`src/sv/three_phase_spwm_threshold_gen_top_macros.svh`:
```
// ----------------------------------------------------------------------------
// Assertion macros for the three-phase SPWM threshold generator
// Concurrent assertion wrappers that drop out of synthesis builds.
// ----------------------------------------------------------------------------
`ifndef THREE_PHASE_SPWM_THRESHOLD_GEN_TOP_MACROS_SVH
`define THREE_PHASE_SPWM_THRESHOLD_GEN_TOP_MACROS_SVH

`ifndef SYNTHESIS

// Checked while the block is out of reset.
`define TPSG_ASSERT(lbl, clk, rst_n, prop, msg) \
  lbl: assert property (@(posedge clk) disable iff (!rst_n) prop) else $error(msg);

// Checked at every edge, reset included.
`define TPSG_ASSERT_ALWAYS(lbl, clk, prop, msg) \
  lbl: assert property (@(posedge clk) prop) else $error(msg);

`else

`define TPSG_ASSERT(lbl, clk, rst_n, prop, msg)
`define TPSG_ASSERT_ALWAYS(lbl, clk, prop, msg)

`endif

`endif

```
`src/sv/tpsg_pkg.sv`:
```
// ----------------------------------------------------------------------------
// Three-phase SPWM threshold generator package
// Shared widths, register codes, reset values and the quarter-wave sine ROM.
// ----------------------------------------------------------------------------
`default_nettype none

package tpsg_pkg;

  localparam int PHASE_BITS_DEF = 16;

  localparam int PHASE_STEP_W = 16;
  localparam int MIN_WIDTH_W  = 11;
  localparam int CFG_IDX_W    = 1;
  localparam int CFG_DATA_W   = 16;

  localparam int SAMPLE_W    = 13;
  localparam int OUT_W       = 13;
  localparam int TABLE_BITS  = 6;
  localparam int TABLE_IDX_W = TABLE_BITS + 1;

  localparam logic [SAMPLE_W-1:0] PERIOD_VAL  = 13'd4096;
  localparam logic [OUT_W-1:0]    HALF_PERIOD = 13'd2048;

  localparam logic [CFG_IDX_W-1:0] CFG_PHASE_STEP = 1'b0;
  localparam logic [CFG_IDX_W-1:0] CFG_MIN_WIDTH  = 1'b1;

  localparam logic [PHASE_STEP_W-1:0] PHASE_STEP_RST = 16'd150;
  localparam logic [MIN_WIDTH_W-1:0]  MIN_WIDTH_RST  = 11'd600;

  // Quarter-wave sine, entry i is round(sin(i*pi/128)*2048 + 2048).
  function automatic logic [SAMPLE_W-1:0] sine_rom(input logic [TABLE_IDX_W-1:0] idx);
    logic [SAMPLE_W-1:0] v;
    case (idx)
      7'd0:  v = 13'd2048;  7'd1:  v = 13'd2098;  7'd2:  v = 13'd2148;
      7'd3:  v = 13'd2199;  7'd4:  v = 13'd2249;  7'd5:  v = 13'd2299;
      7'd6:  v = 13'd2349;  7'd7:  v = 13'd2398;  7'd8:  v = 13'd2448;
      7'd9:  v = 13'd2497;  7'd10: v = 13'd2546;  7'd11: v = 13'd2594;
      7'd12: v = 13'd2643;  7'd13: v = 13'd2690;  7'd14: v = 13'd2738;
      7'd15: v = 13'd2785;  7'd16: v = 13'd2832;  7'd17: v = 13'd2878;
      7'd18: v = 13'd2924;  7'd19: v = 13'd2969;  7'd20: v = 13'd3013;
      7'd21: v = 13'd3057;  7'd22: v = 13'd3101;  7'd23: v = 13'd3144;
      7'd24: v = 13'd3186;  7'd25: v = 13'd3227;  7'd26: v = 13'd3268;
      7'd27: v = 13'd3308;  7'd28: v = 13'd3347;  7'd29: v = 13'd3386;
      7'd30: v = 13'd3423;  7'd31: v = 13'd3460;  7'd32: v = 13'd3496;
      7'd33: v = 13'd3531;  7'd34: v = 13'd3565;  7'd35: v = 13'd3599;
      7'd36: v = 13'd3631;  7'd37: v = 13'd3663;  7'd38: v = 13'd3693;
      7'd39: v = 13'd3722;  7'd40: v = 13'd3751;  7'd41: v = 13'd3778;
      7'd42: v = 13'd3805;  7'd43: v = 13'd3830;  7'd44: v = 13'd3854;
      7'd45: v = 13'd3877;  7'd46: v = 13'd3899;  7'd47: v = 13'd3920;
      7'd48: v = 13'd3940;  7'd49: v = 13'd3959;  7'd50: v = 13'd3976;
      7'd51: v = 13'd3993;  7'd52: v = 13'd4008;  7'd53: v = 13'd4022;
      7'd54: v = 13'd4035;  7'd55: v = 13'd4046;  7'd56: v = 13'd4057;
      7'd57: v = 13'd4066;  7'd58: v = 13'd4074;  7'd59: v = 13'd4081;
      7'd60: v = 13'd4086;  7'd61: v = 13'd4090;  7'd62: v = 13'd4094;
      7'd63: v = 13'd4095;  7'd64: v = 13'd4096;
      default: v = '0;
    endcase
    return v;
  endfunction

endpackage

`default_nettype wire

```
`src/sv/tpsg_sine_lut.sv`:
```
// ----------------------------------------------------------------------------
// SPWM sine lookup
// Turns one phase into a clamped sine sample: quadrant mirroring, quarter-wave
// ROM read, linear interpolation on the fraction bits and margin clamping.
// ----------------------------------------------------------------------------
`default_nettype none

module tpsg_sine_lut #(
  parameter int PHASE_BITS = tpsg_pkg::PHASE_BITS_DEF
) (
  input  wire logic [PHASE_BITS-1:0]            phase,
  input  wire logic [tpsg_pkg::MIN_WIDTH_W-1:0] min_width,
  output logic      [tpsg_pkg::SAMPLE_W-1:0]    sample
);

  localparam int QUAD_BITS = PHASE_BITS - 2;
  localparam int FRAC_BITS = QUAD_BITS - tpsg_pkg::TABLE_BITS;
  localparam int PROD_W    = tpsg_pkg::SAMPLE_W + FRAC_BITS;
  localparam logic [QUAD_BITS:0] QUAD_FULL = {1'b1, {QUAD_BITS{1'b0}}};

  logic [1:0]                           quadrant;
  logic [QUAD_BITS:0]                   angle;
  logic [QUAD_BITS:0]                   angle_m;
  logic [tpsg_pkg::TABLE_IDX_W-1:0]     area;
  logic [tpsg_pkg::TABLE_IDX_W-1:0]     area_p1;
  logic [FRAC_BITS-1:0]                 frac;
  logic [tpsg_pkg::SAMPLE_W-1:0]        t0;
  logic [tpsg_pkg::SAMPLE_W-1:0]        t1;
  logic [tpsg_pkg::SAMPLE_W-1:0]        diff;
  logic [PROD_W-1:0]                    prod;
  logic [tpsg_pkg::SAMPLE_W-1:0]        interp;
  logic [tpsg_pkg::SAMPLE_W-1:0]        val;
  logic [tpsg_pkg::SAMPLE_W-1:0]        val_q;
  logic [tpsg_pkg::SAMPLE_W-1:0]        lo_bound;
  logic [tpsg_pkg::SAMPLE_W-1:0]        hi_bound;

  always_comb begin
    quadrant = phase[PHASE_BITS-1 -: 2];
    angle    = {1'b0, phase[QUAD_BITS-1:0]};
    angle_m  = quadrant[0] ? (QUAD_FULL - angle) : angle;
    area     = angle_m[QUAD_BITS -: tpsg_pkg::TABLE_IDX_W];
    frac     = angle_m[FRAC_BITS-1:0];
    area_p1  = area + tpsg_pkg::TABLE_IDX_W'(1);

    t0     = tpsg_pkg::sine_rom(area);
    t1     = tpsg_pkg::sine_rom(area_p1);
    diff   = t1 - t0;
    prod   = PROD_W'(diff) * PROD_W'(frac);
    interp = t0 + prod[PROD_W-1:FRAC_BITS];
    val    = (frac == '0) ? t0 : interp;
    val_q  = quadrant[1] ? (tpsg_pkg::PERIOD_VAL - val) : val;

    lo_bound = tpsg_pkg::SAMPLE_W'(min_width);
    hi_bound = tpsg_pkg::PERIOD_VAL - lo_bound;
    if (val_q > hi_bound) begin
      sample = hi_bound;
    end else if (val_q < lo_bound) begin
      sample = lo_bound;
    end else begin
      sample = val_q;
    end
  end

endmodule

`default_nettype wire

```
`config.mk`:
```
export PLATFORM = sky130hd
export DESIGN_NAME = tpsg_sine_lut
export DESIGN_NICKNAME = d
export VERILOG_FILES = /design/src/sv/three_phase_spwm_threshold_gen_top_macros.svh /design/src/sv/tpsg_pkg.sv /design/src/sv/tpsg_sine_lut.sv
export SDC_FILE = /design/constraint.sdc
export NUM_CORES = 1
export LEC_CHECK = 0
export ABC_AREA = 0
export BUFFER_PORTS_ARGS = -buffer_cell sky130_fd_sc_hd__buf_2
export CAP_MARGIN = 20
export CORE_MARGIN = 4
export CORE_UTILIZATION = 50
export DETAILED_ROUTE_END_ITERATION = 12
export GPL_ROUTABILITY_DRIVEN = 0
export PLACE_DENSITY = 0.67
export SLEW_MARGIN = 20
export SYNTH_ARGS = -nofsm -noshare
export SYNTH_HDL_FRONTEND = slang
export SYNTH_SLANG_ARGS = --single-unit
```
`constraint.sdc`:
```
create_clock -name vclk -period 33.8
set_input_delay 6.76 -clock vclk [all_inputs]
set_output_delay 6.76 -clock vclk [all_outputs]
set_load 0.05 [all_outputs]
```
; Word-level counts from Yosys, hierarchy flattened
; Memories as Yosys holds them, arrays and structs flattened.
; Index checks and enable logic that the tools add are counted.
[totals]
romBits = 3328
out_inout_bits = 13
in_bits = 27
elab_cells = 17
mem_count = 2
register_bits = 0
[mem_list]
columns = name, depth, width, rd, rd_ports_with_merged_regs, wr, line_no
row1 = (no name shown), 128, 13, 1, 0, 0, tpsg_pkg.sv:33  ; case (idx)
row2 = (no name shown), 128, 13, 1, 0, 0, tpsg_pkg.sv:33
[classes]
mux = 5
magnitude_cmp = 2
reduce_logical = 1
n_addsub = 6
multipliers = 1
[ops]
columns = operator, count
row1 = $mux 13, 4
row2 = $mul 13x8->21, 1
row3 = $mux 15, 1
row4 = $sub 15x14->15 const A, 1
row5 = $add 13x13->13, 1
row6 = $gt 13x13->1, 1
row7 = $lt 13x11->1, 1
row8 = $sub 13x11->13 const A, 1
row9 = $sub 13x13->13, 1
row10 = $sub 13x13->13 const A, 1
row11 = $logic_not 8->1, 1
row12 = $add 7x1->7 const B, 1

; Logic depth before layout (Yosys ltp)
; Gate-level depths: netlist of run 1.
; An unclocked memory read counts as a cell.
[depth]
ltp_word = 13
depth_mapped = 66
depth_no_buf = 61

; Worst setup path after synthesis of run 1
; OpenSTA, ideal clock, no wires.
[synth_path]
path_type = input-to-output
from = input port phase[0]
to = output port sample[2] (netlist bit)
n_path_buf = 4
slack_ps = 6244
required_time_ps = 27040
arrival_ps = 20796
cell_stages = 62
path_cell_list = buf_2 inv_2 ha_1 or4b_1 buf_2 o21ai_2 xor2_1 inv_2 clkbuf_1 ha_1 clkbuf_1 o21ai_0 nor2_1 xnor2_1 nor2_1 o21ai_0 o21ai_0 a221oi_1 [26 not listed] ha_1 or2_2 or2_2 o221ai_1 xor2_1 nor2_1 a21o_1 or3_1 or2_0 o211ai_2 inv_2 ha_1 nand4_1 nor3_1 a221oi_1 o31ai_2 nand2_2 o311ai_1
[synth_via]
elab_chain_cells = 13
word_cells_on_any_way = 16
classes_between = add/sub (5) / mul (1) / order compare (2) / mux (5) / reduce/logical (1) / memory (2)
[synth_lines]
columns = element, line_no
row1 = "start, declared", tpsg_sine_lut.sv:11  ; input wire logic [PHASE_BITS-1:0] phase,
row2 = $sub 15x14->15, tpsg_sine_lut.sv:40  ; angle_m = quadrant[0] ? (QUAD_FULL - angle) : angle;
row3 = $mux 15 *, tpsg_sine_lut.sv:40
row4 = $add 7x1->7, tpsg_sine_lut.sv:43  ; area_p1 = area + tpsg_pkg::TABLE_IDX_W'(1);
row5 = $mem_v2 128x13, --
row6 = $sub 13x13->13, tpsg_sine_lut.sv:47  ; diff = t1 - t0;
row7 = $mul 13x8->21, tpsg_sine_lut.sv:48  ; prod = PROD_W'(diff) * PROD_W'(frac);
row8 = $add 13x13->13, tpsg_sine_lut.sv:49  ; interp = t0 + prod[PROD_W-1:FRAC_BITS];
row9 = $mux 13 *, tpsg_sine_lut.sv:50  ; val = (frac == '0) ? t0 : interp;
row10 = $sub 13x13->13, tpsg_sine_lut.sv:51  ; val_q = quadrant[1] ? (tpsg_pkg::PERIOD_VAL - val) : val;
row11 = $mux 13 *, tpsg_sine_lut.sv:51
row12 = $lt 13x11->1, tpsg_sine_lut.sv:57  ; end else if (val_q < lo_bound) begin
row13 = $mux 13, tpsg_sine_lut.sv:57
row14 = $mux 13 *, tpsg_sine_lut.sv:55  ; if (val_q > hi_bound) begin
row15 = "end, declared", tpsg_sine_lut.sv:13  ; output logic [tpsg_pkg::SAMPLE_W-1:0] sample
; Every way passes the cells marked *; elsewhere a longest branch is shown, timed or not.

; Final worst setup path of run 1
[layout_path]
from = input port phase[0]
to = output port sample[7] (netlist bit)
; Same word-level chain as after synthesis.

==> run_results.csv, run 1 <==
group,metric,value,unit
grt,grt_first_pass_wirelength,43400,um
layout,seq_cell_count,0,
worst_setup_path,max_stage_delay,880,ps
sta,slew_viol_final,0,
worst_setup_path,cp_slowest_cell,"a221oi_1",
yosys,netlist_instances,1197,
layout,diodes,0,
worst_setup_path,path_delay_family,"adder cells",
clock_network,cts_resized,0,
yosys,synthesis.nets,1393,
layout,fin_nets,1383,
drt,drt-wirelength-per-cell,18.1,um
yosys,yosysSeqAreaShare,0,
grt,grt-ovfl-total,0,
layout,fin_area,9060,um2
drt,drtIter0Drc,760,
sta,tns,0,ps
placed_design,io_buffers,40,
layout,fin_util,0.526,
floorplanning,ios,40,
layout,ff_latch_area,0,um2
layout,clockBufferCount,0,
worst_setup_path,crit_fanout,34,
floorplanning,core_area,17200,um2
sta,grt_setup_unrepaired,"false",
yosys,netlist_area,8790,um2
sta,hold_viol,0,
worst_setup_path,critPathLaunchType,"primary input",
grt,grt_use_total,0.256,
run_status,status,"finished clean",
drt,num_vias,8899,
worst_setup_path,crit_required,27040,ps
drt,drcViolationCount,0,
worst_setup_path,critPathCaptureType,"output pin",
min_path,min_path_type,"primary input to output pin",
drt,finalWirelength,25500,um
floorplanning,fp-row-count,48,
layout,area_delta_synth_final,3.09,%
worst_setup_path,path_class,"primary input to output pin",
flow_run,cap_viol_max_count,0,
grt,grt_max_degree,41,
worst_setup_path,startpoint,"phase[0]",
sta,max_freq,34.2,MHz
floorplanning,die_w,141,um
worst_setup_path,critPathBufInv,11,
floorplanning,dieArea,19800,um2
sta,worst_pin_slew,1070,ps
yosys,syn_area_per_cell,7.34,um2
sta,slew_headroom,0.279,
worst_setup_path,cpMostUsedCell,"ha_1",
floorplanning,die_height,141,um
sta,period_share,0.864,
clock_network,hold_buffers,0,
min_path,hp-start,"min_width[0]",
drt,dr.pass1.iters,8,
drt,post_drt_via_cell_ratio,6.31,
placed_design,placed_area,9050,um2
worst_setup_path,arrival,22460,ps
sta,setup_viol,0,
yosys,synth_warnings,0,
grt,antenna_found_initial,0,
placed_design,hpwl,20300,um
yosys,yosysUniqueCellTypes,102,
drt,postRouteAntennaNets,0,
floorplanning,start_util,0.510,
layout,fillers,1689,
layout,drive_above_1_share,0.115,
clock_network,post-cts-setup-buffer-count,0,
sta,fin_crit,29220,ps
grt,grt_pass1_vias,8534,
==> final timing paths <==
path                   endpoint  depth (start not counted)
worst min-delay path  sample[0]                          4
worst max-delay path  sample[7]                         63
==> cell type report <==
class | count | area (um2) | share of cell area
multi-input cells | 1002 | 7970 | 0.880
repair buffers | 58 | 335 | 0.0370
inverters | 125 | 469 | 0.0518
well taps | 225 | 282 | 0.0311
==> Yosys cell counts, types with 10 or more instances <==
| cell type | number | area [um2] |
|---|---|---|
| a211oi_1 | 15 | 113 |
| a21o_1 | 10 | 75.1 |
| a21oi_1 | 58 | 290 |
| a22o_1 | 10 | 87.6 |
| a31oi_1 | 10 | 62.6 |
| and3_1 | 11 | 68.8 |
| buf_2 | 16 | 80.1 |
| clkbuf_1 | 35 | 131 |
| fa_1 | 67 | 1340 |
| ha_1 | 102 | 1280 |
| inv_1 | 117 | 439 |
| mux2i_1 | 10 | 100 |
| nand2_1 | 85 | 319 |
| nand2b_1 | 24 | 150 |
| nand3_1 | 25 | 125 |
| nand4_1 | 10 | 62.6 |
| nor2_1 | 134 | 503 |
| nor2b_1 | 12 | 75.1 |
| nor3_1 | 38 | 190 |
| o2111ai_1 | 16 | 140 |
| o211ai_1 | 15 | 113 |
| o21a_1 | 13 | 97.6 |
| o21ai_0 | 62 | 310 |
| o22ai_1 | 11 | 68.8 |
| o31ai_1 | 16 | 120 |
| or2_2 | 24 | 150 |
| or3_1 | 17 | 106 |
| xnor2_1 | 48 | 420 |
| xor2_1 | 19 | 166 |
==> through the flow <==
step,cells,hold WS (ps),setup WS [ps]
floorplan,1197,13930,6240
global placement,1410,14000,5150
detailed placement,1410,14010,4850
CTS,1410,14010,4800
global route,1410,14040,3470
finish,1410,14010,4580
==> layer usage <==
layer / routed length (um) / share of wire / vias to the layer above / track usage
li1: - / - / 4256 / -
met1: 11700 / 0.46 / 4240 / 0.371
met2: 11800 / 0.46 / 343 / 0.424
met3: 1420 / 0.056 / 60 / 0.0159
met4: 602 / 0.024 / 0 / 0.0530
met5: 0 / 0 / - / 0
==> cells in the final DEF (no fill, tap or decap), types with 5 or more instances in the layout <==
| cell | netlist | routed |
|---|---|---|
| o21ai_0 | 62 | 62 |
| or3_1 | 17 | 17 |
| buf_2 | 16 | 40 |
| nand3_1 | 25 | 25 |
| a21o_1 | 10 | 10 |
| nand2b_1 | 24 | 24 |
| and3_1 | 11 | 11 |
| o311ai_1 | 7 | 7 |
| fa_1 | 67 | 67 |
| a22o_1 | 10 | 10 |
| a21boi_0 | 9 | 9 |
| xnor2_1 | 48 | 47 |
| ha_1 | 102 | 102 |
| mux2i_1 | 10 | 10 |
| o21a_1 | 13 | 13 |
| a311oi_1 | 9 | 9 |
| o22ai_1 | 11 | 11 |
| nand4_1 | 10 | 10 |
| a2111o_1 | 5 | 5 |
| inv_2 | 6 | 6 |
| nor2b_1 | 12 | 12 |
| xor2_1 | 19 | 17 |
| nor3_1 | 38 | 38 |
| or2_2 | 24 | 24 |
| nor2_1 | 134 | 134 |
| o211ai_1 | 15 | 15 |
| o2111ai_1 | 16 | 16 |
| buf_4 | 4 | 18 |
| o221ai_1 | 5 | 5 |
| inv_1 | 117 | 117 |
| o31ai_1 | 16 | 16 |
| a21oi_1 | 58 | 58 |
| nand2_1 | 85 | 85 |
| a31oi_1 | 10 | 10 |
| a211oi_1 | 15 | 15 |
==> kinds of logic (layout without fill, tap and decap cells) <==
logic type,Yosys count,in the layout,synth area share
adder cells (fa/ha/maj),171,171,0.301
XOR/XNOR,70,70,0.0736
buffers and inverters,195,183,0.0953
AND/OR/NAND/NOR,416,416,0.237
AO/OA/AOI/OAI,335,335,0.283
multiplexers,10,10,0.0114
Power of run 1 is not shown: default switching activity piles up to over one toggle a cycle in this logic, so the estimate is an artifact.
==> inputs of run 2 (changes only) <==
==> constraint.sdc (replaced) <==
create_clock -name vclk -period 27.9
set_input_delay 5.58 -clock vclk [all_inputs]
set_output_delay 5.58 -clock vclk [all_outputs]
set_load 0.05 [all_outputs]
==> run 2 against run 1 <==
  * Die area is the same
  * Flip-flop and latch count is the same
  * Global-route usage fell by 0.21 points
  * Utilization hardly changed
  * Clock-buffer cell count unchanged
  * Critical path type unchanged
==> run_results.csv, run 2 (synthesized netlist as in run 1, its figures left out) <==
group,metric,value,unit
grt,grt_first_pass_wirelength,43000,um
sta,worst_pin_slew,1100,ps
grt,antenna_found_initial,0,
floorplanning,start_util,0.510,
drt,postRouteAntennaNets,0,
sta,hold_viol,0,
worst_setup_path,max_stage_delay,800,ps
sta,fin_hold_ws,11650,ps
worst_setup_path,critPathCaptureType,"output pin",
placed_design,place_ws,1460,ps
clock_network,post-cts-setup-buffer-count,0,
drt,drt-wirelength-per-cell,18.1,um
worst_setup_path,arrival,21040,ps
layout,ff_latch_area,0,um2
flow_run,cap_viol_max_count,0,
sta,tns,0,ps
drt,dr.pass1.iters,5,
layout,mostFrequentLayoutCell,"nor2_1",
floorplanning,die_w,141,um
layout,fin_util,0.526,
worst_setup_path,crit_fanout,24,
drt,drtIter0Drc,837,
sta,fin_crit,26620,ps
grt,grt-ovfl-total,0,
layout,diodes,0,
grt,grt_use_total,0.254,
drt,num_vias,8911,
sta,grt_setup_unrepaired,"false",
placed_design,hpwl,20100,um
sta,setup_slack,1280,ps
worst_setup_path,path_class,"primary input to output pin",
floorplanning,fp-row-count,48,
worst_setup_path,cpMostUsedCell,"o21ai_0",
layout,area_delta_synth_final,3.18,%
sta,slew_headroom,0.263,
clock_network,cts_resized,0,
clock_network,hold_buffers,0,
floorplanning,core_area,17200,um2
worst_setup_path,cp_slowest_cell,"a221oi_1",
drt,post_drt_via_cell_ratio,6.32,
floorplanning,ios,40,
sta,slew_viol_final,0,
layout,seq_cell_count,0,
drt,finalWirelength,25500,um
layout,clockBufferCount,0,
sta,max_freq,37.6,MHz
sta,period_share,0.954,
min_path,min_path_type,"primary input to output pin",
grt,grt_pass1_vias,8486,
placed_design,io_buffers,40,
run_status,status,"finished clean",
grt,grt_max_degree,41,
layout,final_cell_mix,"nor2_1 (134), inv_1 (117), ha_1 (102)",
worst_setup_path,critPathLaunchType,"primary input",
layout,fin_nets,1384,
sta,setup_viol,0,
floorplanning,die_height,141,um
drt,drcViolationCount,0,
worst_setup_path,crit_required,22320,ps
floorplanning,dieArea,19800,um2
layout,drive_above_1_share,0.116,
## run 2: critical path, delay by kind of cell
kind            cells  cell delay [ps]
simple gates       16             3700
fa+ha+maj          10             4220
buf+inv             9             1540
compound gates     22             4740
xor+xnor            5             1160
## run 2: final cells by class
class | instances | area (um2)
Inverter | 125 | 469
Fill cell | 1711 | 8170
Multi-Input combinational cell | 1002 | 7970
Tap cell | 225 | 282
Timing Repair Buffer | 59 | 343
## run 2: path summary, 6_finish.rpt
check,from,to,cells past startpoint
max,phase[0],sample[7],62
min,min_width[4],sample[4],4
## run 2: per-layer routing
| metal | wire length (um) | global-route usage | vias to the layer above |
|---|---|---|---|
| met5 | 0 | 0 | - |
| met4 | 452 | 0.0388 | 0 |
| met3 | 1960 | 0.0163 | 41 |
| met2 | 11700 | 0.423 | 399 |
| met1 | 11400 | 0.371 | 4202 |
| li1 | - | - | 4269 |
## run 2: metrics by stage
stage	cells	cell area, um2
floorplan	1197	8790
global placement	1411	9060
detailed placement	1411	9060
CTS	1411	9060
global route	1411	9070
finish	1411	9070
Power of run 2 is left out for the same reason.
==> inputs of run 3 (changes only) <==
--- a/config.mk
+++ b/config.mk
@@ -9,10 +9,9 @@
 export BUFFER_PORTS_ARGS = -buffer_cell sky130_fd_sc_hd__buf_2
 export CAP_MARGIN = 20
 export CORE_MARGIN = 4
-export CORE_UTILIZATION = 50
+export CORE_UTILIZATION = 27
 export DETAILED_ROUTE_END_ITERATION = 12
 export GPL_ROUTABILITY_DRIVEN = 0
-export PLACE_DENSITY = 0.67
 export SLEW_MARGIN = 20
 export SYNTH_ARGS = -nofsm -noshare
 export SYNTH_HDL_FRONTEND = slang
==> run 3 against run 2 <==
  * Utilization down 23 points
  * Largest cell class unchanged
  * Via count up 1.1%
  * Hold slack better by 22 ps
  * Global-route usage down 11 points
==> run_results.csv, run 3 (synthesized netlist as in run 1, its figures left out) <==
group,metric,value,unit
layout,area_delta_synth_final,6.34,%
drt,finalWirelength,27500,um
min_path,min_path_type,"primary input to output pin",
layout,seq_cell_count,0,
sta,slew_headroom,0.295,
drt,dr.pass1.iters,8,
clock_network,post-cts-setup-buffer-count,0,
layout,final_cell_mix,"nor2_1 (134), inv_1 (117), ha_1 (102)",
worst_setup_path,max_stage_delay,760,ps
placed_design,place_ws,1070,ps
flow_run,cap_viol_max_count,0,
clock_network,hold_buffers,0,
layout,clockBufferCount,0,
drt,post_drt_via_cell_ratio,5.56,
placed_design,hpwl,21800,um
sta,setup_viol,0,
sta,fin_hold_ws,11670,ps
sta,hold_viol,0,
grt,antenna_found_initial,0,
floorplanning,dieArea,35500,um2
grt,grt-ovfl-total,0,
worst_setup_path,path_class,"primary input to output pin",
floorplanning,die_w,188,um
worst_setup_path,startpoint,"phase[0]",
sta,setup_slack,1140,ps
drt,drtIter0Drc,934,
run_status,status,"finished clean",
floorplanning,fp-row-count,65,
worst_setup_path,critPathCaptureType,"output pin",
layout,diodes,0,
grt,grt_first_pass_wirelength,45500,um
floorplanning,core_area,31800,um2
grt,grt_max_degree,41,
min_path,hp-start,"min_width[1]",
sta,max_freq,37.4,MHz
drt,drcViolationCount,0,
placed_design,io_buffers,40,
grt,grt_pass1_vias,8706,
sta,period_share,0.959,
layout,fin_nets,1383,
sta,slew_viol_final,0,
sta,fin_crit,26760,ps
worst_setup_path,cp_slowest_cell,"ha_1",
floorplanning,die_height,188,um
worst_setup_path,arrival,21180,ps
drt,postRouteAntennaNets,0,
drt,num_vias,9005,
floorplanning,start_util,0.276,
worst_setup_path,crit_fanout,24,
layout,ff_latch_area,0,um2
drt,drt-wirelength-per-cell,17.0,um
sta,worst_pin_slew,1050,ps
sta,grt_setup_unrepaired,"false",
worst_setup_path,critPathLaunchType,"primary input",
sta,tns,0,ps
layout,drive_above_1_share,0.116,
floorplanning,ios,40,
grt,grt_use_total,0.149,
worst_setup_path,cpMostUsedCell,"ha_1",
worst_setup_path,crit_required,22320,ps
layout,mostFrequentLayoutCell,"nor2_1",
-- run 3: cell count changes in the layout (fill, tap and decap cells not counted) --
| cell | change |
|---|---|
| a221oi_2 | +1 |
| a221oi_1 | -1 |
| buf_6 | +1 |
| mux2i_2 | +1 |
| xor2_1 | +1 |
| mux2i_1 | -1 |
| o31ai_2 | -1 |
| o31ai_4 | +1 |
| xnor2_1 | -1 |
| xnor2_2 | +1 |
| buf_4 | -2 |
| xor2_2 | -1 |
-- run 3: final cells by class --
| class | count | area [um2] |
|---|---|---|
| well taps | 435 | 544 |
| fillers | 3446 | 22500 |
| inverters | 125 | 469 |
| repair buffers | 58 | 339 |
| multi-input cells | 1002 | 7990 |
-- run 3: path summary, 6_finish.rpt --
kind / end / slack (ps) / cells past startpoint
worst max-delay path: sample[9] / 1140 / 60
worst min-delay path: sample[1] / 11670 / 4
-- run 3: layer usage --
layer	share of wire	GRT usage	wire length [um]	vias up
li1	-	-	-	4252
met1	0.47	0.224	13100	4291
met2	0.43	0.234	11900	411
met3	0.075	0.0113	2050	51
met4	0.019	0.0261	521	0
met5	0	0	0	-
-- run 3: metrics by stage --
| stage | cells | cell area (um2) | util |
|---|---|---|---|
| 5_1_grt | 1620 | 9340 | 0.294 |
| 4_1_cts | 1620 | 9330 | 0.293 |
| 6_report | 1620 | 9340 | 0.294 |
| 3_5_place_dp | 1620 | 9330 | 0.293 |
| 3_3_place_gp | 1619 | 9310 | 0.293 |
| 2_1_floorplan | 1197 | 8790 | - |
-- run 3: timing repair --
action	CTS	global route
resized for setup	0	1
endpoints found under the setup margin	0	11
endpoints found under the hold margin	0	0
-- run 3: critical path: cells and delay by family --
family	cells	cell delay, ps
XOR/XNOR	3	510
buffers and inverters	11	2020
adder cells (fa/ha/maj)	11	4950
AO/OA/AOI/OAI	20	4600
AND/OR/NAND/NOR	15	3490
Power of run 3 is left out for the same reason.
